<file path="config.mk">
export PLATFORM = sky130hd
export DESIGN_NAME = tty_line_editor_core
export DESIGN_NICKNAME = d
export VERILOG_FILES = /design/src/hdl/tle_pkg.sv /design/src/hdl/tle_ctrl.sv /design/src/hdl/tle_dpath.sv /design/src/hdl/tty_line_editor_core.sv
export VERILOG_INCLUDE_DIRS = /design/src /design/src/hdl
export SDC_FILE = /design/constraint.sdc
export NUM_CORES = 1
export LEC_CHECK = 0
export BUFFER_PORTS_ARGS = -buffer_cell sky130_fd_sc_hd__buf_2
export CAP_MARGIN = 15
export CORE_MARGIN = 3
export CORE_UTILIZATION = 62
export DETAILED_ROUTE_END_ITERATION = 7
export GPL_TIMING_DRIVEN = 1
export PLACE_DENSITY = 0.8
export SYNTH_ARGS = -nofsm -noshare
export SYNTH_HDL_FRONTEND = slang
export SYNTH_SLANG_ARGS = --single-unit
</file>
<file path="constraint.sdc">
create_clock -name clock -period 3.95 [get_ports clock]
set_clock_uncertainty 0.2 [all_clocks]
set_input_delay 0 -clock clock [delete_from_list [all_inputs] [get_ports clock]]
set_output_delay 0 -clock clock [all_outputs]
set_load 0.01 [all_outputs]
</file>
<file path="src/hdl/tty_line_editor_core_defines.svh">
// Assertion macros for the terminal line editor.
// With SYNTH defined the macros expand to nothing.
`ifndef TTY_LINE_EDITOR_CORE_DEFINES_SVH
`define TTY_LINE_EDITOR_CORE_DEFINES_SVH

`ifndef SYNTH

// Whenever ante holds at a clock edge, cons must hold at the same edge.
`define TLE_ASSERT_IMPLIES(label, clk, rst, ante, cons) \
   label: assert property (@(posedge clk) disable iff (rst) (ante) |-> (cons)) \
      else $error("tle: same-cycle implication violated");

// Whenever ante holds at a clock edge, cons must hold at the next edge.
`define TLE_ASSERT_NEXT(label, clk, rst, ante, cons) \
   label: assert property (@(posedge clk) disable iff (rst) (ante) |=> (cons)) \
      else $error("tle: next-cycle implication violated");

`else

`define TLE_ASSERT_IMPLIES(label, clk, rst, ante, cons)
`define TLE_ASSERT_NEXT(label, clk, rst, ante, cons)

`endif

`endif

</file>
<file path="src/hdl/tle_pkg.sv">
`default_nettype none

package tle_pkg;

   // Default size of the line store.
   localparam int LINE_LEN_DEF = 32;

   // Fixed field widths.
   localparam int BYTE_W    = 8;
   localparam int KIND_W    = 2;
   localparam int POS_W     = 6;
   localparam int MAX_LEN_W = 6;
   localparam int MODE_W    = 4;
   localparam int MAP_W     = 64;
   localparam int MAP_N     = 4;
   localparam int CSR_IDX_W = 3;
   localparam int STR_IDX_W = 3;
   localparam int RP_W      = 5;

   // A reprint echoes at most this many stored bytes.
   localparam int REPRINT_MAX = 31;

   // Register reset values.
   localparam logic [MAX_LEN_W-1:0] MAX_LEN_RST = 6'd32;
   localparam logic [MODE_W-1:0]    MODE_RST    = 4'h0;
   localparam logic [MAP_W-1:0]     TERM_0_RST  = 64'h0000_0000_FEC0_FCEF;
   localparam logic [MAP_W-1:0]     TERM_N_RST  = 64'h0;

   // Mode bit positions.
   localparam int MODE_NO_FILTER = 0;
   localparam int MODE_NO_ECHO   = 1;
   localparam int MODE_NO_TECHO  = 2;
   localparam int MODE_RAW       = 3;

   // Configuration register indexes.
   localparam logic [CSR_IDX_W-1:0] CSR_MAX_LEN = 3'd0;
   localparam logic [CSR_IDX_W-1:0] CSR_MODE    = 3'd1;
   localparam logic [CSR_IDX_W-1:0] CSR_TERM_0  = 3'd2;
   localparam logic [CSR_IDX_W-1:0] CSR_TERM_1  = 3'd3;
   localparam logic [CSR_IDX_W-1:0] CSR_TERM_2  = 3'd4;
   localparam logic [CSR_IDX_W-1:0] CSR_TERM_3  = 3'd5;

   // Result kinds.
   localparam logic [KIND_W-1:0] KIND_ECHO     = 2'd0;
   localparam logic [KIND_W-1:0] KIND_STORE    = 2'd1;
   localparam logic [KIND_W-1:0] KIND_COMPLETE = 2'd2;

   // Character codes.
   localparam logic [BYTE_W-1:0] CH_EOT   = 8'h04;
   localparam logic [BYTE_W-1:0] CH_BS    = 8'h08;
   localparam logic [BYTE_W-1:0] CH_LF    = 8'h0A;
   localparam logic [BYTE_W-1:0] CH_CR    = 8'h0D;
   localparam logic [BYTE_W-1:0] CH_DC2   = 8'h12;
   localparam logic [BYTE_W-1:0] CH_NAK   = 8'h15;
   localparam logic [BYTE_W-1:0] CH_CAN   = 8'h18;
   localparam logic [BYTE_W-1:0] CH_ESC   = 8'h1B;
   localparam logic [BYTE_W-1:0] CH_SPACE = 8'h20;
   localparam logic [BYTE_W-1:0] CH_DOLL  = 8'h24;
   localparam logic [BYTE_W-1:0] CH_R     = 8'h52;
   localparam logic [BYTE_W-1:0] CH_U     = 8'h55;
   localparam logic [BYTE_W-1:0] CH_X     = 8'h58;
   localparam logic [BYTE_W-1:0] CH_CARET = 8'h5E;
   localparam logic [BYTE_W-1:0] CH_TILDE = 8'h7E;
   localparam logic [BYTE_W-1:0] CH_DEL   = 8'h7F;
   localparam logic [BYTE_W-1:0] CH_CSI   = 8'h9B;
   localparam logic [BYTE_W-1:0] CH_NBSP  = 8'hA0;

   // Canned echo strings.
   typedef enum logic [2:0] {
      STR_CRLF  = 3'd0,
      STR_DOLL  = 3'd1,
      STR_BSB   = 3'd2,
      STR_CTL_R = 3'd3,
      STR_CTL_U = 3'd4,
      STR_CTL_X = 3'd5
   } str_sel_type;

   // Source of one result.
   typedef enum logic [2:0] {
      SRC_STR      = 3'd0,
      SRC_CHAR     = 3'd1,
      SRC_STORE    = 3'd2,
      SRC_REPRINT  = 3'd3,
      SRC_COMPLETE = 3'd4
   } src_type;

   // Result phases that one received byte needs, in output order.
   typedef struct packed {
      logic str;
      logic chr;
      logic store;
      logic rp;
      logic complete;
   } plan_type;

   // Controller to datapath.
   typedef struct packed {
      logic    load;
      logic    plan;
      logic    emit;
      src_type src;
      logic    last;
      logic    rp_read;
   } cmd_type;

   // Datapath to controller.
   typedef struct packed {
      plan_type plan;
      logic     slot_free;
      logic     str_last;
      logic     rp_last;
      logic     count_zero;
   } status_type;

   // Index of the final character of a canned string.
   function automatic logic [STR_IDX_W-1:0] str_last_idx(input str_sel_type sel);
      logic [STR_IDX_W-1:0] r;
      unique case (sel)
         STR_CRLF:  r = 3'd1;
         STR_DOLL:  r = 3'd0;
         STR_BSB:   r = 3'd2;
         default:   r = 3'd4;
      endcase
      return r;
   endfunction

   // Character at position idx of a canned string.
   function automatic logic [BYTE_W-1:0] str_char(input str_sel_type sel,
                                                  input logic [STR_IDX_W-1:0] idx);
      logic [BYTE_W-1:0] letter;
      logic [BYTE_W-1:0] r;
      unique case (sel)
         STR_CTL_R: letter = CH_R;
         STR_CTL_U: letter = CH_U;
         default:   letter = CH_X;
      endcase
      unique case (sel)
         STR_CRLF: r = (idx == 3'd0) ? CH_CR : CH_LF;
         STR_DOLL: r = CH_DOLL;
         STR_BSB:  r = (idx == 3'd1) ? CH_SPACE : CH_BS;
         default: begin
            case (idx)
               3'd0:    r = CH_SPACE;
               3'd1:    r = CH_CARET;
               3'd2:    r = letter;
               3'd3:    r = CH_CR;
               default: r = CH_LF;
            endcase
         end
      endcase
      return r;
   endfunction

endpackage

`default_nettype wire

</file>
<file path="src/hdl/tle_ctrl.sv">
`default_nettype none

module tle_ctrl (
   input  wire logic                clock,
   input  wire logic                reset,
   input  wire logic                req_valid,
   output logic                     req_ready,
   input  wire tle_pkg::status_type status,
   output tle_pkg::cmd_type         cmd
);
   import tle_pkg::*;

   typedef enum logic [7:0] {
      ST_IDLE     = 8'b0000_0001,
      ST_PLAN     = 8'b0000_0010,
      ST_STR      = 8'b0000_0100,
      ST_CHAR     = 8'b0000_1000,
      ST_STORE    = 8'b0001_0000,
      ST_RP_RD    = 8'b0010_0000,
      ST_RP_OUT   = 8'b0100_0000,
      ST_COMPLETE = 8'b1000_0000
   } state_type;

   state_type state_ff, state_in;
   plan_type  pend_ff, pend_in;
   plan_type  rest;

   // First phase still to run, in result order.
   function automatic state_type first_phase(input plan_type p);
      state_type s;
      if (p.str) begin
         s = ST_STR;
      end else if (p.chr) begin
         s = ST_CHAR;
      end else if (p.store) begin
         s = ST_STORE;
      end else if (p.rp) begin
         s = ST_RP_RD;
      end else if (p.complete) begin
         s = ST_COMPLETE;
      end else begin
         s = ST_IDLE;
      end
      return s;
   endfunction

   always_comb begin
      cmd       = '0;
      req_ready = 1'b0;
      state_in  = state_ff;
      pend_in   = pend_ff;
      rest      = pend_ff;
      unique case (state_ff)
         ST_IDLE: begin
            req_ready = 1'b1;
            if (req_valid) begin
               cmd.load = 1'b1;
               state_in = ST_PLAN;
            end
         end
         ST_PLAN: begin
            cmd.plan = 1'b1;
            pend_in  = status.plan;
            state_in = first_phase(status.plan);
         end
         ST_STR: begin
            rest.str = 1'b0;
            if (status.slot_free) begin
               cmd.emit = 1'b1;
               cmd.src  = SRC_STR;
               cmd.last = status.str_last && (rest == '0);
               if (status.str_last) begin
                  pend_in  = rest;
                  state_in = first_phase(rest);
               end
            end
         end
         ST_CHAR: begin
            rest.chr = 1'b0;
            if (status.slot_free) begin
               cmd.emit = 1'b1;
               cmd.src  = SRC_CHAR;
               cmd.last = (rest == '0);
               pend_in  = rest;
               state_in = first_phase(rest);
            end
         end
         ST_STORE: begin
            rest.store = 1'b0;
            if (status.slot_free) begin
               cmd.emit = 1'b1;
               cmd.src  = SRC_STORE;
               cmd.last = (rest == '0);
               pend_in  = rest;
               state_in = first_phase(rest);
            end
         end
         ST_RP_RD: begin
            cmd.rp_read = 1'b1;
            state_in    = ST_RP_OUT;
         end
         ST_RP_OUT: begin
            rest.rp = 1'b0;
            if (status.slot_free) begin
               cmd.emit = 1'b1;
               cmd.src  = SRC_REPRINT;
               cmd.last = status.rp_last && (rest == '0);
               if (status.rp_last) begin
                  pend_in  = rest;
                  state_in = first_phase(rest);
               end else begin
                  state_in = ST_RP_RD;
               end
            end
         end
         ST_COMPLETE: begin
            rest.complete = 1'b0;
            if (status.slot_free) begin
               cmd.emit = 1'b1;
               cmd.src  = SRC_COMPLETE;
               cmd.last = (rest == '0);
               pend_in  = rest;
               state_in = first_phase(rest);
            end
         end
         default: begin
            state_in = ST_IDLE;
         end
      endcase
   end

   always_ff @(posedge clock) begin
      if (reset) begin
         state_ff <= ST_IDLE;
         pend_ff  <= '0;
      end else begin
         state_ff <= state_in;
         pend_ff  <= pend_in;
      end
   end

endmodule

`default_nettype wire

</file>
<file path="src/hdl/tle_dpath.sv">
`default_nettype none

module tle_dpath #(
   parameter int LINE_LEN = tle_pkg::LINE_LEN_DEF
) (
   input  wire logic                            clock,
   input  wire logic                            reset,
   input  wire logic                            csr_valid,
   input  wire logic [tle_pkg::CSR_IDX_W-1:0]   csr_index,
   input  wire logic [tle_pkg::MAP_W-1:0]       csr_wdata,
   input  wire logic [tle_pkg::BYTE_W-1:0]      req_rx_byte,
   input  wire tle_pkg::cmd_type                cmd,
   output tle_pkg::status_type                  status,
   input  wire logic                            rsp_ready,
   output logic                                 rsp_valid,
   output logic [tle_pkg::KIND_W-1:0]           rsp_kind,
   output logic [tle_pkg::BYTE_W-1:0]           rsp_value,
   output logic [tle_pkg::POS_W-1:0]            rsp_position,
   output logic                                 rsp_last
);
   import tle_pkg::*;

   localparam int IDX_W = (LINE_LEN > 1) ? $clog2(LINE_LEN) : 1;
   localparam int CNT_W = $clog2(LINE_LEN + 1);
   localparam int CMP_W = ((CNT_W > MAX_LEN_W) ? CNT_W : MAX_LEN_W) + 1;

   // Configuration.
   logic [MAX_LEN_W-1:0] max_len_ff, max_len_in;
   logic [MODE_W-1:0]    mode_ff, mode_in;
   logic [MAP_W-1:0]     term_map_ff [MAP_N];
   logic [MAP_W-1:0]     term_map_in [MAP_N];

   // Line state and per-byte working registers.
   logic [CNT_W-1:0]     count_ff, count_in;
   logic [BYTE_W-1:0]    rx_ff, rx_in;
   str_sel_type          str_sel_ff, str_sel_in;
   logic [STR_IDX_W-1:0] str_idx_ff, str_idx_in;
   logic [BYTE_W-1:0]    store_val_ff, store_val_in;
   logic [RP_W-1:0]      rp_len_ff, rp_len_in;
   logic [RP_W-1:0]      rp_idx_ff, rp_idx_in;

   // Line store and its read register.
   logic [BYTE_W-1:0]    line_store [LINE_LEN];
   logic [BYTE_W-1:0]    rd_data_ff;

   // Output register.
   logic                 rsp_valid_ff, rsp_valid_in;
   logic [KIND_W-1:0]    rsp_kind_ff, rsp_kind_in;
   logic [BYTE_W-1:0]    rsp_value_ff, rsp_value_in;
   logic [POS_W-1:0]     rsp_pos_ff, rsp_pos_in;
   logic                 rsp_last_ff, rsp_last_in;

   // Decode of the held byte.
   logic                 no_filter, no_echo, no_techo;
   logic                 is_term, is_print;
   logic [CMP_W-1:0]     limit, count_ext;
   logic [IDX_W-1:0]     wr_pos;
   plan_type             dec_plan;
   str_sel_type          dec_str;
   logic [BYTE_W-1:0]    dec_val;
   logic                 dec_bs;
   logic [RP_W-1:0]      dec_rp_len;

   assign no_filter = mode_ff[MODE_NO_FILTER] | mode_ff[MODE_RAW];
   assign no_echo   = mode_ff[MODE_NO_ECHO];
   assign no_techo  = mode_ff[MODE_NO_ECHO] | mode_ff[MODE_NO_TECHO];
   assign is_term   = term_map_ff[rx_ff[7:6]][rx_ff[5:0]];
   assign is_print  = ((rx_ff >= CH_SPACE) && (rx_ff <= CH_TILDE)) || (rx_ff >= CH_NBSP);
   assign count_ext = CMP_W'(count_ff);
   assign wr_pos    = count_ff[IDX_W-1:0];

   always_comb begin
      if (max_len_ff == '0) begin
         limit = CMP_W'(1);
      end else if (CMP_W'(max_len_ff) > CMP_W'(LINE_LEN)) begin
         limit = CMP_W'(LINE_LEN);
      end else begin
         limit = CMP_W'(max_len_ff);
      end
   end

   always_comb begin
      dec_plan   = '0;
      dec_str    = STR_CRLF;
      dec_val    = rx_ff;
      dec_bs     = 1'b0;
      dec_rp_len = (count_ext > CMP_W'(REPRINT_MAX)) ? RP_W'(REPRINT_MAX) : RP_W'(count_ff);
      if (is_term) begin
         // Terminators are honored even with filtering off.
         if ((rx_ff == CH_CR) || (rx_ff == CH_LF)) begin
            dec_plan.str = !no_techo;
            dec_str      = STR_CRLF;
            if (!no_filter) begin
               dec_val = CH_LF;
            end
         end else if ((rx_ff == CH_ESC) || (rx_ff == CH_CSI)) begin
            dec_plan.str = !no_techo;
            dec_str      = STR_DOLL;
         end
         dec_plan.store    = 1'b1;
         dec_plan.complete = 1'b1;
      end else if (!no_filter && (rx_ff == CH_EOT)) begin
         dec_plan.complete = (count_ff == '0);
      end else if (!no_filter && ((rx_ff == CH_BS) || (rx_ff == CH_DEL))) begin
         if (count_ff != '0) begin
            dec_bs       = 1'b1;
            dec_plan.str = !no_echo;
            dec_str      = STR_BSB;
         end
      end else if (!no_filter && (rx_ff == CH_DC2)) begin
         dec_plan.str = !no_echo;
         dec_plan.rp  = !no_echo && (count_ff != '0);
         dec_str      = STR_CTL_R;
      end else if (!no_filter && (rx_ff == CH_NAK)) begin
         dec_plan.str = !no_echo;
         dec_str      = STR_CTL_U;
      end else if (!no_filter && (rx_ff == CH_CAN)) begin
         dec_plan.str = !no_echo;
         dec_str      = STR_CTL_X;
      end else begin
         dec_plan.chr      = !no_echo && is_print;
         dec_plan.store    = 1'b1;
         dec_plan.complete = (count_ext + CMP_W'(1)) >= limit;
      end
   end

   always_comb begin
      status.plan       = dec_plan;
      status.slot_free  = !rsp_valid_ff || rsp_ready;
      status.str_last   = (str_idx_ff == str_last_idx(str_sel_ff));
      status.rp_last    = (rp_idx_ff == (rp_len_ff - RP_W'(1)));
      status.count_zero = (count_ff == '0);
   end

   // Configuration writes.
   always_comb begin
      max_len_in  = max_len_ff;
      mode_in     = mode_ff;
      term_map_in = term_map_ff;
      if (csr_valid) begin
         unique case (csr_index)
            CSR_MAX_LEN: max_len_in     = csr_wdata[MAX_LEN_W-1:0];
            CSR_MODE:    mode_in        = csr_wdata[MODE_W-1:0];
            CSR_TERM_0:  term_map_in[0] = csr_wdata;
            CSR_TERM_1:  term_map_in[1] = csr_wdata;
            CSR_TERM_2:  term_map_in[2] = csr_wdata;
            CSR_TERM_3:  term_map_in[3] = csr_wdata;
            default: begin
            end
         endcase
      end
   end

   // Working registers and the output register.
   always_comb begin
      count_in     = count_ff;
      rx_in        = rx_ff;
      str_sel_in   = str_sel_ff;
      str_idx_in   = str_idx_ff;
      store_val_in = store_val_ff;
      rp_len_in    = rp_len_ff;
      rp_idx_in    = rp_idx_ff;
      rsp_valid_in = rsp_valid_ff && !rsp_ready;
      rsp_kind_in  = rsp_kind_ff;
      rsp_value_in = rsp_value_ff;
      rsp_pos_in   = rsp_pos_ff;
      rsp_last_in  = rsp_last_ff;
      if (cmd.load) begin
         rx_in = req_rx_byte;
      end
      if (cmd.plan) begin
         str_sel_in   = dec_str;
         store_val_in = dec_val;
         rp_len_in    = dec_rp_len;
         str_idx_in   = '0;
         rp_idx_in    = '0;
         if (dec_bs) begin
            count_in = count_ff - CNT_W'(1);
         end
      end
      if (cmd.emit) begin
         rsp_valid_in = 1'b1;
         rsp_last_in  = cmd.last;
         rsp_kind_in  = KIND_ECHO;
         rsp_value_in = '0;
         rsp_pos_in   = '0;
         unique case (cmd.src)
            SRC_STR: begin
               rsp_value_in = str_char(str_sel_ff, str_idx_ff);
               str_idx_in   = str_idx_ff + STR_IDX_W'(1);
            end
            SRC_CHAR: begin
               rsp_value_in = rx_ff;
            end
            SRC_STORE: begin
               rsp_kind_in  = KIND_STORE;
               rsp_value_in = store_val_ff;
               rsp_pos_in   = POS_W'(wr_pos);
               count_in     = CNT_W'(wr_pos) + CNT_W'(1);
            end
            SRC_REPRINT: begin
               rsp_value_in = rd_data_ff;
               rp_idx_in    = rp_idx_ff + RP_W'(1);
            end
            SRC_COMPLETE: begin
               rsp_kind_in = KIND_COMPLETE;
               rsp_pos_in  = POS_W'(count_ff);
               count_in    = '0;
            end
            default: begin
            end
         endcase
      end
   end

   always_ff @(posedge clock) begin
      if (reset) begin
         max_len_ff     <= MAX_LEN_RST;
         mode_ff        <= MODE_RST;
         term_map_ff[0] <= TERM_0_RST;
         term_map_ff[1] <= TERM_N_RST;
         term_map_ff[2] <= TERM_N_RST;
         term_map_ff[3] <= TERM_N_RST;
         count_ff       <= '0;
         rsp_valid_ff   <= 1'b0;
      end else begin
         max_len_ff   <= max_len_in;
         mode_ff      <= mode_in;
         term_map_ff  <= term_map_in;
         count_ff     <= count_in;
         rsp_valid_ff <= rsp_valid_in;
      end
   end

   always_ff @(posedge clock) begin
      rx_ff        <= rx_in;
      str_sel_ff   <= str_sel_in;
      str_idx_ff   <= str_idx_in;
      store_val_ff <= store_val_in;
      rp_len_ff    <= rp_len_in;
      rp_idx_ff    <= rp_idx_in;
      rsp_kind_ff  <= rsp_kind_in;
      rsp_value_ff <= rsp_value_in;
      rsp_pos_ff   <= rsp_pos_in;
      rsp_last_ff  <= rsp_last_in;
   end

   // Line store: one write port, one registered read port.
   always_ff @(posedge clock) begin
      if (cmd.emit && (cmd.src == SRC_STORE)) begin
         line_store[wr_pos] <= store_val_ff;
      end
      if (cmd.rp_read) begin
         rd_data_ff <= line_store[IDX_W'(rp_idx_ff)];
      end
   end

   assign rsp_valid    = rsp_valid_ff;
   assign rsp_kind     = rsp_kind_ff;
   assign rsp_value    = rsp_value_ff;
   assign rsp_position = rsp_pos_ff;
   assign rsp_last     = rsp_last_ff;

endmodule

`default_nettype wire

</file>
<file path="src/hdl/tty_line_editor_core.sv">
// Terminal line editor. Received bytes enter one transaction at a time on the req_ channel
// and each produces zero to 36 result transactions on the rsp_ channel: echo bytes, bytes
// stored into the line at a position, and a line-complete marker carrying the line length;
// rsp_last flags the final result of a byte. A byte is taken only when the previous one
// has delivered all its results into the output register. Each byte is first loaded
// and decoded, then its results follow in order; a ^R reprint reads each reprinted
// byte through the line store's one registered read port before it is sent; rsp_ready low
// stretches any result. Configuration (line limit, mode bits, 256-bit terminator map)
// is written through the csr_ channel, which is always ready, and must only be written
// while no byte is in flight.
`default_nettype none

`include "tty_line_editor_core_defines.svh"

module tty_line_editor_core #(
   parameter int LINE_LEN = tle_pkg::LINE_LEN_DEF
) (
   input  wire logic                            clock,
   input  wire logic                            reset,
   input  wire logic                            req_valid,
   output logic                                 req_ready,
   input  wire logic [tle_pkg::BYTE_W-1:0]      req_rx_byte,
   output logic                                 rsp_valid,
   input  wire logic                            rsp_ready,
   output logic [tle_pkg::KIND_W-1:0]           rsp_kind,
   output logic [tle_pkg::BYTE_W-1:0]           rsp_value,
   output logic [tle_pkg::POS_W-1:0]            rsp_position,
   output logic                                 rsp_last,
   input  wire logic                            csr_valid,
   output logic                                 csr_ready,
   input  wire logic [tle_pkg::CSR_IDX_W-1:0]   csr_index,
   input  wire logic [tle_pkg::MAP_W-1:0]       csr_wdata
);
   import tle_pkg::*;

   cmd_type    cmd;
   status_type status;

   // Register writes complete in the cycle they are offered.
   assign csr_ready = 1'b1;

   // The controller sequences the result phases of each byte: canned echo string,
   // echo of the byte itself, store, reprint of the line, and line complete.
   tle_ctrl u_ctrl (
      .clock     (clock),
      .reset     (reset),
      .req_valid (req_valid),
      .req_ready (req_ready),
      .status    (status),
      .cmd       (cmd)
   );

   // The datapath holds the registers, the line store, the byte decode and the
   // output register that decouples the result channel from the sequencer.
   tle_dpath #(
      .LINE_LEN (LINE_LEN)
   ) u_dpath (
      .clock        (clock),
      .reset        (reset),
      .csr_valid    (csr_valid),
      .csr_index    (csr_index),
      .csr_wdata    (csr_wdata),
      .req_rx_byte  (req_rx_byte),
      .cmd          (cmd),
      .status       (status),
      .rsp_ready    (rsp_ready),
      .rsp_valid    (rsp_valid),
      .rsp_kind     (rsp_kind),
      .rsp_value    (rsp_value),
      .rsp_position (rsp_position),
      .rsp_last     (rsp_last)
   );

   // A result is only loaded when the output register is free or being drained.
   `TLE_ASSERT_IMPLIES(a_emit_slot_free, clock, reset, cmd.emit, status.slot_free)

   // After the final result of a byte, the block is ready for the next byte.
   `TLE_ASSERT_NEXT(a_last_then_idle, clock, reset, cmd.emit && cmd.last, req_ready)

   // A completed line always restarts the count at zero.
   `TLE_ASSERT_NEXT(a_complete_clears, clock, reset,
                    cmd.emit && (cmd.src == SRC_COMPLETE), status.count_zero)

endmodule

`default_nettype wire

</file>
# [Word-level counts from Yosys, hierarchy flattened]
# Memory sizes are Yosys's and may differ from the RTL's. A register that Yosys moved wholly into a read port is not among the register bits.
# Cells that the tools add are included.
[classes] muxes=114 n_lt_le_gt_ge=8 bitwise_logic=8 n_reduce_logical=51 add_sub_neg=6 n_eq_ne=44
[op_table] operator="2-to-1 mux 8 bit" n=29
[op_table] operator="binary-select mux 64 bit (select 2 bit)" n=1
[op_table] operator="2-to-1 mux 64 bit" n=2
[op_table] operator="case mux 8 bit (8 select lines)" n=1
[op_table] operator="2-to-1 mux 5 bit" n=11
[op_table] operator="equality test 8 x 5 -> 1 bit (second input constant)" n=5
[op_table] operator="2-to-1 mux 3 bit" n=12
[op_table] operator="2-to-1 mux 6 bit" n=6
[op_table] operator="equality test 8 x 4 -> 1 bit (second input constant)" n=4
[op_table] operator="2-to-1 mux 1 bit" n=32
[op_table] operator="case mux 8 bit (4 select lines)" n=1
[op_table] operator="case mux 5 bit (6 select lines)" n=1
[op_table] operator="case mux 7 bit (4 select lines)" n=1
[op_table] operator="case mux 5 bit (5 select lines)" n=1
[op_table] operator="equality test 3 x 2 -> 1 bit (second input constant)" n=8
[op_table] operator="case mux 6 bit (2 select lines)" n=2
[op_table] operator="case mux 8 bit (3 select lines)" n=1
[op_table] operator="AND reduction 7 bit" n=3
[op_table] operator="logical NOT 4 bit" n=5
[op_table] operator="AND reduction 6 bit" n=3
[op_table] operator="equality test 8 x 3 -> 1 bit (second input constant)" n=2
[op_table] operator="equality test 8 x 7 -> 1 bit (second input constant)" n=2
[op_table] operator="equality test 8 bit (second input constant)" n=2
[op_table] operator="equality test 3 x 1 -> 1 bit (second input constant)" n=4
[op_table] operator="40 further kinds" n=92
[totals] mem_bits_rw=256 memories=1 ff_bits=335 output_inout_bits=20 inputBits=80
[memory_table] name="u_dpath.line_store" words=32 word_bits=8 read_ports=1 rd_ports_with_merged_regs=1 write_ports=1 line_no="tle_dpath.sv:43" text="logic [BYTE_W-1:0] line_store [LINE_LEN];"

# [Longest topological paths before layout]
# Gate-level depths: netlist of run 1.
[depth] ltp_word=16 mapped_depth=15 depth_no_buf=14

# [By module]
# From an unflattened synthesis of run 1, not the netlist that was laid out.
[unflattened] cells_unflattened=2268 area_unflattened_um2=26015.0
[modules_own_cells] mod="tle_dpath" instances=1 seq_area_each_um2=14784.2 area_per_inst_um2=24876.4 cells_per_inst=2114
[modules_own_cells] mod="tle_ctrl" instances=1 seq_area_each_um2=260.2 area_per_inst_um2=1127.3 cells_per_inst=152
[modules_own_cells] mod="tty_line_editor_core" instances=1 seq_area_each_um2=0.0 area_per_inst_um2=11.3 cells_per_inst=2

# [Worst setup path after synthesis of run 1]
# OpenSTA, ideal clock, no wires.
[synth_timing] path_type="register to register" from="reg u_dpath.rx_ff[6]" to="reg u_dpath.count_ff[5]" setup_slack_ps=869 synth_period_minus_slack_ps=3081 required_ps=3628 t_arrival_ps=2759 path_buffers=4 path_stages_with_launch=15 cell_sequence="edfxtp_1 -> buf_6 -> buf_6 -> buf_2 -> mux4_2 -> nand3_1 -> nand3_1 -> a31oi_1 -> o211ai_1 -> a31oi_2 -> buf_6 -> nand4_1 -> or2_1 -> xor2_1 -> o22ai_2"
[synth_via] elab_chain_cells=11 word_cells_on_any_way=19
[synth_lines] item="from (decl)" line_no="tle_dpath.sv:35" text="logic [BYTE_W-1:0] rx_ff, rx_in;"
[synth_lines] item="from (signal assigned)" line_no="tle_dpath.sv:236" text="rx_ff <= rx_in;"
[synth_lines] item="NOT 2 -> 3 bit (implied by the code)" line_no="tle_dpath.sv:67" text="assign is_term = term_map_ff[rx_ff[7:6]][rx_ff[5:0]];"
[synth_lines] item="binary-select mux 64 bit (select 2 bit)" line_no="tle_dpath.sv:67"
[synth_lines] item="2-to-1 mux 64 bit (implied by the code) (2 in series)" line_no="tle_dpath.sv:67"
[synth_lines] item="binary-select mux 1 bit (select 6 bit)" line_no="tle_dpath.sv:67"
[synth_lines] item="2-to-1 mux 1 bit (implied by the code)" line_no="tle_dpath.sv:67"
[synth_lines] item="2-to-1 mux 1 bit (*)" line_no="tle_dpath.sv:88" text="if (is_term) begin"
[synth_lines] item="2-to-1 mux 6 bit (*)" line_no="tle_dpath.sv:177" text="if (dec_bs) begin"
[synth_lines] item="2-to-1 mux 6 bit (*)" line_no="tle_dpath.sv:171" text="if (cmd.plan) begin"
[synth_lines] item="case mux 6 bit (2 select lines)" line_no="tle_dpath.sv:187" text="unique case (cmd.src)"
[synth_lines] item="2-to-1 mux 6 bit (*)" line_no="tle_dpath.sv:181" text="if (cmd.emit) begin"
[synth_lines] item="to (signal assigned)" line_no="tle_dpath.sv:230" text="count_ff <= count_in;"
[synth_lines] item="to (decl)" line_no="tle_dpath.sv:34" text="logic [CNT_W-1:0] count_ff, count_in;"
# Mark *: on every way between the ends. The rest lies on a longest branch, timed or not. The select of a mux whose other input is x is not followed.
# A chain may end at the register's enable or synchronous reset.

# [Final worst setup path of run 1]
[layout_timing] from="reg u_dpath.rx_ff[6]" to="reg u_ctrl.state_ff[0]"
[layout_via] elab_chain_cells=14 word_cells_on_any_way=57
[layout_lines] item="parallel branches: the longest is 12 deep, another holds binary-select mux 64 bit (select 2 bit)"
[layout_lines] item="2-to-1 mux 8 bit (*)" line_no="tle_ctrl.sv:31" text="if (p.str) begin"
[layout_lines] item="case mux 8 bit (8 select lines) (*)" line_no="tle_ctrl.sv:53" text="unique case (state_ff)"
[layout_lines] item="to (signal assigned)" line_no="tle_ctrl.sv:137" text="state_ff <= state_in;"
[layout_lines] item="to (decl)" line_no="tle_ctrl.sv:24" text="state_type state_ff, state_in;"
# Every way passes the cells marked *. The select of a mux whose other input is x is not followed.

==> results of run 1 <==
[cell type report]
| cell class | instances | area, sq um | area share, % |
|---|---|---|---|
| clock inverters | 27 | 310.3 | 1.031 |
| multi-input cells | 1426 | 9681 | 32.16 |
| well taps | 525 | 656.9 | 2.182 |
| clock buffers | 82 | 1725 | 5.732 |
| inverters | 17 | 63.81 | 0.2120 |
| repair buffers | 304 | 2599 | 8.634 |
| flip-flops and latches | 599 | 15050 | 50.00 |
| diodes | 6 | 15.01 | 0.04988 |
[routing by layer]
| metal | up-vias | GRT usage, % |
|---|---|---|
| li1 | 8339 | - |
| met1 | 9688 | 44.72 |
| met2 | 1780 | 55.11 |
| met3 | 419 | 6.499 |
| met4 | 8 | 18.09 |
| met5 | - | 0 |
[state kept, by name, summed over array words and instances (netlist names), 8 cells and up]
register and cells:
u_dpath.rx_ff 8, u_dpath.rsp_value 8, u_ctrl.state_ff 8, u_dpath.rd_data_ff 8, u_dpath.store_val_ff 8, u_dpath.term_map_ff 256
u_dpath.line_store 256
[synthesized netlist by cell type (2+ instances only)]
cell type / count / area, sq um
xor2_1: 8 / 70.07
buf_4: 4 / 30.03
nor4_1: 8 / 50.05
a22oi_1: 25 / 187.7
a31oi_1: 6 / 37.54
nor3b_1: 4 / 30.03
mux2_2: 14 / 157.7
o21ai_0: 27 / 135.1
ha_1: 17 / 212.7
o221ai_1: 4 / 35.03
a211oi_1: 2 / 15.01
a21oi_1: 266 / 1331
clkbuf_1: 128 / 480.5
and3_1: 6 / 37.54
or3b_2: 2 / 17.52
a22o_1: 4 / 35.03
buf_2: 8 / 40.04
o22ai_1: 4 / 25.02
nor3_1: 25 / 125.1
mux4_2: 137 / 3085
buf_6: 3 / 33.78
or3_1: 4 / 25.02
nor2b_1: 14 / 87.58
mux4_1: 6 / 157.7
inv_1: 17 / 63.81
or4_1: 2 / 15.01
o211ai_1: 2 / 15.01
nand2b_1: 17 / 106.4
a21o_1: 6 / 45.04
o31ai_1: 2 / 15.01
mux2i_1: 20 / 200.2
xnor2_1: 10 / 87.58
nand4b_1: 3 / 26.28
or2_2: 11 / 68.82
a211o_1: 4 / 35.03
dfxtp_1: 294 / 5886
nand3b_1: 29 / 217.7
buf_1: 7 / 26.28
nor2_1: 101 / 379.1
nand4_1: 11 / 68.82
nand3_1: 25 / 125.1
nand2_1: 576 / 2162
edfxtp_1: 305 / 9159
a41oi_1: 2 / 17.52
and2_1: 7 / 43.79
[power groups by stage]
stage	Combinational, mW	Sequential (mW)	Clock, mW
floorplan	0.647	6.83	0
global placement	0.902	6.89	0
detailed placement	0.928	6.90	0
CTS	1.05	6.77	5.92
global route	1.22	6.76	6.18
finish	1.15	6.75	5.95
[logic make-up (layout without fill, tap and decap cells)]
logic type,after synthesis,after routing
xor gates and xnor gates,18,18
other,1,7
adders and majority gates,17,17
buffers and inverters,169,430
AOI/OAI and AO/OA,364,364
muxes,177,177
and+or+nand+nor,849,849
DFF,599,599
[worst reg2reg max path, delay by kind of cell (launching register included)]
family	cells	cell delay (ps)
compound gates	4	710
buf+inv	3	770
flops	1	430
mux	2	810
simple gates	4	800
[what timing repair did]
item | CTS | global route
hold buffers | 138 | 0
resized for setup | 0 | 1
hold endpoints to repair | 301 | 0
setup buffers | 0 | 0
setup endpoints to repair | 0 | 1
[through the flow]
step	cell area, sq um	utilization (%)
6_report	30100	75.07
5_1_grt	30100	75.06
4_1_cts	29900	74.58
3_5_place_dp	26480	66.03
3_3_place_gp	26480	66.03
2_1_floorplan	25370	-
[worst max-delay path by stage]
stage | from | end | depth (start not counted)
3_3_place_gp | u_dpath.rx_ff[6] | u_ctrl.state_ff[0] | 13
5_1_grt | u_dpath.rx_ff[6] | u_ctrl.state_ff[0] | 13
6_report | u_dpath.rx_ff[6] | u_ctrl.state_ff[0] | 13
4_1_cts | u_dpath.rx_ff[6] | u_ctrl.state_ff[0] | 13
3_5_place_dp | u_dpath.rx_ff[6] | u_ctrl.state_ff[0] | 14
2_1_floorplan | u_dpath.rx_ff[6] | u_dpath.count_ff[5] | 14
[placed cells by master, fill, tap and decap left out, types with 8 or more instances in the layout]
cell type,count
a21oi_1,266
a22oi_1,25
buf_2,97
buf_4,56
clkbuf_1,9
clkbuf_16,61
clkbuf_8,13
clkinv_2,9
dfxtp_1,292
dlygate4sd3_1,137
edfxtp_1,305
ha_1,17
inv_1,17
mux2_2,14
mux2i_1,20
mux4_2,137
nand2_1,574
nand2b_1,17
nand3_1,23
nand3b_1,29
nand4_1,11
nor2_1,97
nor2b_1,14
nor3_1,25
o21ai_0,27
or2_2,11
xnor2_1,10
xor2_1,8
==> run_results.csv, run 1 <==
group,metric,value,unit
status,outcome,"completed",
clock_network,insertion_delay,640,ps
setup_path,timing.rr.start,"u_dpath.rx_ff[6]",
detailed_routing,drt-initial-drc-count,3329,
clock_network,root_buffer,"clkbuf_16",
synthesis,synth_area,25370,sq um
placed_design,post-dp-hpwl,40940,um
synthesis,synthFlopType,"edfxtp_1",
detailed_routing,ant_nets,0,
timing,min_period_over_period,96.00,%
power,p_clk_share,43.0,%
synthesis,synthAdderAreaFrac,0.8383,%
setup_path,critPathLaunchType,"flop",
synthesis,synth-compound-area-share,7.984,%
worst_hold_path,min_path_type,"primary input to flop",
timing,hold_viol_final,0,
detailed_routing,wirelength,76820,um
synthesis,syn_avg_cell_area,11.56,sq um
global_routing,grt_pass1_vias,19840,
floorplan,die_w,208.3,um
synthesis,synth_top_family_by_area,"simple AND/OR/NAND/NOR gates",
timing,worst_hold_slack,15.51,ps
synthesis,synth.distinct_cells,62,
power,power_density,460.0,nW/um^2
setup_path,crit_chain,"buf_12, buf_16, mux4_2, mux2_2, or3_1, nand4_1, o211ai_1, a31oi_2, buf_4, and2_1, nand4_1, a41oi_1, a211o_1",
placed_design,io_buffer_count,98,
setup_path,crit_buf_inv,3,
setup_path,crit_type,"flop to flop",
global_routing,grt.total_usage,34.27,%
synthesis,synthesis.nets,2291,
global_routing,grt_start_max_net_pins,153,
worst_hold_path,whs_path_depth,4,
floorplan,dieArea,43380,sq um
setup_path,end_kind,"flop",
setup_path,critPathMaxStageDelay,530,ps
power,power.ir.vdd_worst,0.4351,mV
detailed_routing,wl_met1,26580,um
synthesis,synth-simple-area-share,14.28,%
setup_path,cp_max_fo,37,
setup_path,r2r_slack,160,ps
finish,layout-drive-gt1-share,17.92,%
clock_network,cts_tree,"yes",
timing,setup_slack,158.0,ps
timing,finalMaxSlewViolations,0,
detailed_routing,top_layer,"met5",
setup_path,r2r_cells,13,
detailed_routing,met3_length,8954,um
detailed_routing,drc_errors,0,
power,comb_power_share,8.3,%
synthesis,synth-seq-area-share,59.30,%
synthesis,synthXorXnorAreaFrac,0.6214,%
clock_network,h-tree-depth,2,
finish,final-instance-count-excl-fill,2986,
timing,rsz0062_at_grt,"false",
detailed_routing,avgViaCountPerCell,6.776,
clock_network,clkTransAtPathRegs,70,ps
floorplan,io_pins,100,
finish,layout-area-overhead-vs-synth,18.64,%
flow_run,drv_cap,0,
placed_design,dp_slack,318.0,ps
floorplan,core,40100,sq um
detailed_routing,wl_per_cell,25.73,um
clock_network,clockBufferDepth,3,
setup_path,cp_data_required_time,4300,ps
worst_hold_path,holdPathEnd,"u_dpath.term_map_ff[47]",
setup_path,crit_family,"multiplexers",
power,power.switching,3.304,mW
detailed_routing,num_vias,20230,
timing,fin_crit,3792,ps
power,seqPwrFrac,48.8,%
finish,num-nets-final,2503,
floorplan,rows,73,
timing,slew_headroom,28.19,%
placed_design,placedCellCount,2727,
timing,fmax,263.7,MHz
finish,fillers,2220,
synthesis,synth_seq_cells,599,
timing,setup_violations,0,
setup_path,slowest_stage,"mux4_2",
synthesis,synth_edf_count,305,
global_routing,overflow,0,
setup_path,cp.arrival,4140,ps
power,power,13.85,mW
timing,final.setup.tns,0,ps
setup_path,r2r_end,"u_ctrl.state_ff[0]",
synthesis,async_reset_ff_share,0,%
detailed_routing,wl_met2,36490,um
timing,worst_pin_slew,1073,ps
power,leakagePower,10.28,nW
floorplan,initial_core_util,63.28,%
detailed_routing,dr.pass1.iters,8,
clock_network,clock-sinks,599,
synthesis,syn_inst,2194,
synthesis,yosys_warnings,0,
worst_hold_path,hp-start,"csr_wdata[47]",
synthesis,synth_mux_area_share,14.19,%
global_routing,grt_pass1_wl,115800,um
placed_design,place.gp.congestion,0.9411,
global_routing,antenna_found_initial,8,
setup_path,cpMostUsedCell,"nand4_1",
power,p_sw_share,23.86,%
floorplan,fp.dieH,208.3,um
power,power.internal,10.54,mW
clock_network,cts-buffers-inserted,58,
Note: power is estimated with default switching activity, not from simulation.
==> run 2: changes to the inputs <==
Settings changed: SYNTH_HIERARCHICAL set to 1.
==> run 2 against run 1 <==
Final cell count rose by 3.0%. Fmax fell by 0.14%. Worst setup slack got worse by 5.2 ps. Via count rose by 0.31%. Largest cell class unchanged.
==> run_results.csv, run 2 <==
group,metric,value,unit
status,outcome,"completed",
detailed_routing,ant_nets,0,
synthesis,synthDominantCellAreaShare,35.21,%
clock_network,cts_tree,"yes",
timing,min_period_over_period,96.13,%
timing,hold_viol_final,0,
setup_path,cp_max_fo,8,
global_routing,antenna_found_initial,2,
finish,fin_area,30740,sq um
synthesis,synth_common_cells,"nand2_1, edfxtp_1, dfxtp_1",
setup_path,timing.rr.start,"u_ctrl/state_ff[0]",
global_routing,grt_start_max_net_pins,128,
synthesis,yosys_warnings,6,
setup_path,r2r_end,"u_dpath/line_store[2][4]",
setup_path,end_kind,"flop",
power,power_density,440.7,nW/um^2
synthesis,synth-compound-area-share,9.465,%
synthesis,synth_edf_count,305,
setup_path,r2r_cells,8,
setup_path,cp.arrival,3930,ps
floorplan,fp.dieH,210.8,um
timing,fmax,263.4,MHz
synthesis,yosysMostFrequentCell,"nand2_1",
worst_hold_path,min_path_type,"primary input to flop",
floorplan,rows,74,
finish,layout-area-overhead-vs-synth,18.16,%
timing,slew_headroom,19.32,%
setup_path,crit_family,"simple AND/OR/NAND/NOR gates",
setup_path,crit_chain,"or4_1, or3_1, nor3_2, nor3b_1, and2_0, nand2_1, nor2_1, buf_4",
floorplan,initial_core_util,63.28,%
detailed_routing,num_vias,20300,
finish,final-instance-count-excl-fill,3076,
global_routing,overflow,0,
clock_network,cts-buffers-inserted,56,
synthesis,synth_seq_cells,599,
timing,worst_pin_slew,1210,ps
floorplan,core,41110,sq um
finish,reg_top3,"u_dpath/line_store (256), u_dpath/term_map_ff (256)",
placed_design,post-dp-hpwl,42270,um
setup_path,r2r_slack,150,ps
global_routing,grt.total_usage,32.93,%
synthesis,syn_avg_cell_area,11.47,sq um
timing,setup_violations,0,
setup_path,critPathMaxStageDelay,710,ps
floorplan,dieArea,44450,sq um
power,power.ir.vdd_worst,0.3783,mV
setup_path,crit_buf_inv,1,
synthesis,synthXorXnorAreaFrac,0.6397,%
worst_hold_path,whs_path_depth,4,
flow_run,drv_cap,0,
placed_design,placedCellCount,2822,
setup_path,endpoint,"u_dpath/line_store[2][4]",
global_routing,grt_pass1_vias,20060,
timing,final.setup.tns,0,ps
synthesis,synthesis.nets,2366,
synthesis,synth_mux_area_share,13.48,%
synthesis,synth.top_cells.by_area,"edfxtp_1, dfxtp_1, mux4_2, nand2_1, a21oi_1",
clock_network,clock-sinks,599,
finish,layout-drive-gt1-share,18.32,%
timing,finalMaxSlewViolations,0,
clock_network,insertion_delay,630,ps
setup_path,critPathLaunchType,"flop",
synthesis,async_reset_ff_share,0,%
placed_design,io_buffer_count,98,
clock_network,root_buffer,"clkbuf_16",
clock_network,clkTransAtPathRegs,70,ps
setup_path,crit_type,"flop to flop",
placed_design,place.gp.congestion,0.9024,
floorplan,die_w,210.8,um
setup_path,path_depth,8,
detailed_routing,drt-initial-drc-count,2737,
detailed_routing,drc_errors,0,
finish,num-nets-final,2594,
synthesis,synth.distinct_cells,83,
synthesis,synth-simple-area-share,14.68,%
detailed_routing,wl_per_cell,24.31,um
setup_path,cp_data_required_time,4080,ps
detailed_routing,wirelength,74790,um
finish,layout_commonest_cell,"nand2_1",
synthesis,yosysTopAreaCell,"edfxtp_1",
finish,antenna_cells,0,
placed_design,place_area,27230,sq um
timing,setup_slack,152.9,ps
floorplan,io_pins,100,
power,leakagePower,10.48,nW
synthesis,synth_area,26010,sq um
clock_network,h-tree-depth,2,
synthesis,synthFlopType,"edfxtp_1",
detailed_routing,dr.pass1.iters,6,
synthesis,syn_inst,2268,
placed_design,dp_slack,58.23,ps
synthesis,synth-seq-area-share,57.83,%
synthesis,synthAdderAreaFrac,0.8657,%
synthesis,synth_top_family_by_area,"simple AND/OR/NAND/NOR gates",
setup_path,slowest_stage,"or4_1",
finish,layout_common_cells,"nand2_1, edfxtp_1, dfxtp_1",
finish,fillers,2483,
setup_path,cp-startpoint,"u_ctrl/state_ff[0]",
clock_network,clockBufferDepth,3,
global_routing,grt_pass1_wl,113500,um
timing,fin_crit,3797,ps
finish,finalCoreUtilization,74.77,%
detailed_routing,avgViaCountPerCell,6.599,
==> run 2: cell types whose count changed after synthesis, sizes merged, moves of 7 or more <==
| cell | change |
|---|---|
| nor2b | +26 |
| nor2 | -22 |
| buf | +16 |
| a211oi | +12 |
| nand2 | -12 |
| mux4 | -11 |
| mux2 | +9 |
| nor3 | -8 |
| nor4 | +8 |
| a2111oi | +7 |
| o22ai | +7 |
==> run 2: what timing repair did <==
| item | in CTS | in global routing |
|---|---|---|
| setup buffers | 0 | 5 |
| endpoints found under the hold margin | 296 | 0 |
| hold buffers | 136 | 0 |
| resized for setup | 0 | 10 |
| setup endpoints to repair | 0 | 7 |
==> run 2: cell families after synthesis <==
family	count (synthesis)
other	1
XOR/XNOR	19
multiplexers	178
AND/OR/NAND/NOR	852
flip-flops	599
AO/OA/AOI/OAI	417
buffers and inverters	184
adder cells (fa/ha/maj)	18
==> run 2: where the power goes <==
group | internal [mW] | switching [mW] | leakage [nW]
clock network | 3.14 | 2.38 | 0.915
logic | 0.537 | 0.756 | 4.42
registers | 6.63 | 0.107 | 5.14
total | 10.3 | 3.24 | 10.5
==> run 2: final cells by class <==
cell class                 count  area [sq um]  area share, %
clock inverter                34         344.1          1.119
timing repair buffer         334          2815          9.159
multi-input combinational   1485         10260          33.37
sequential                   599         15050          48.96
tap                          532         665.6          2.166
inverter                      20         75.07         0.2442
clock buffer                  72          1533          4.986
==> run 2: metrics by stage <==
step                      hold slack (ps)  power [mW]
after global routing                8.950       13.90
after floorplan                    -101.1       7.574
after global placement             -19.82       7.919
after CTS                          0.5091       13.47
after detailed placement           -21.29       7.950
final                               12.98       13.55
==> run 2: worst min-delay path by stage <==
stage,startpoint,slack (ps),to
after floorplan,req_rx_byte[0],-100,u_dpath/rx_ff[0]
after global placement,req_rx_byte[5],-20,u_dpath/rx_ff[5]
after detailed placement,req_rx_byte[4],-20,u_dpath/rx_ff[4]
after CTS,csr_wdata[33],0.5,u_dpath/term_map_ff[225]
after global routing,csr_wdata[18],9,u_dpath/term_map_ff[210]
final,csr_wdata[63],10,u_dpath/term_map_ff[255]
==> run 2: layer usage <==
layer	vias to the layer above	wire length, um	track usage [%]
li1	8686	-	-
met1	9864	27000	42.30
met2	1467	37110	55.56
met3	278	7558	6.520
met4	2	3120	13.46
met5	-	7	0
==> run 2: worst reg2reg max path, stage by stage, from the launching register on <==
cell and delay (ps):
dfxtp_1 370, or4_1 710, or3_1 420, nor3_2 160, nor3b_1 260, and2_0 450
nand2_1 380, nor2_1 340, buf_4 240
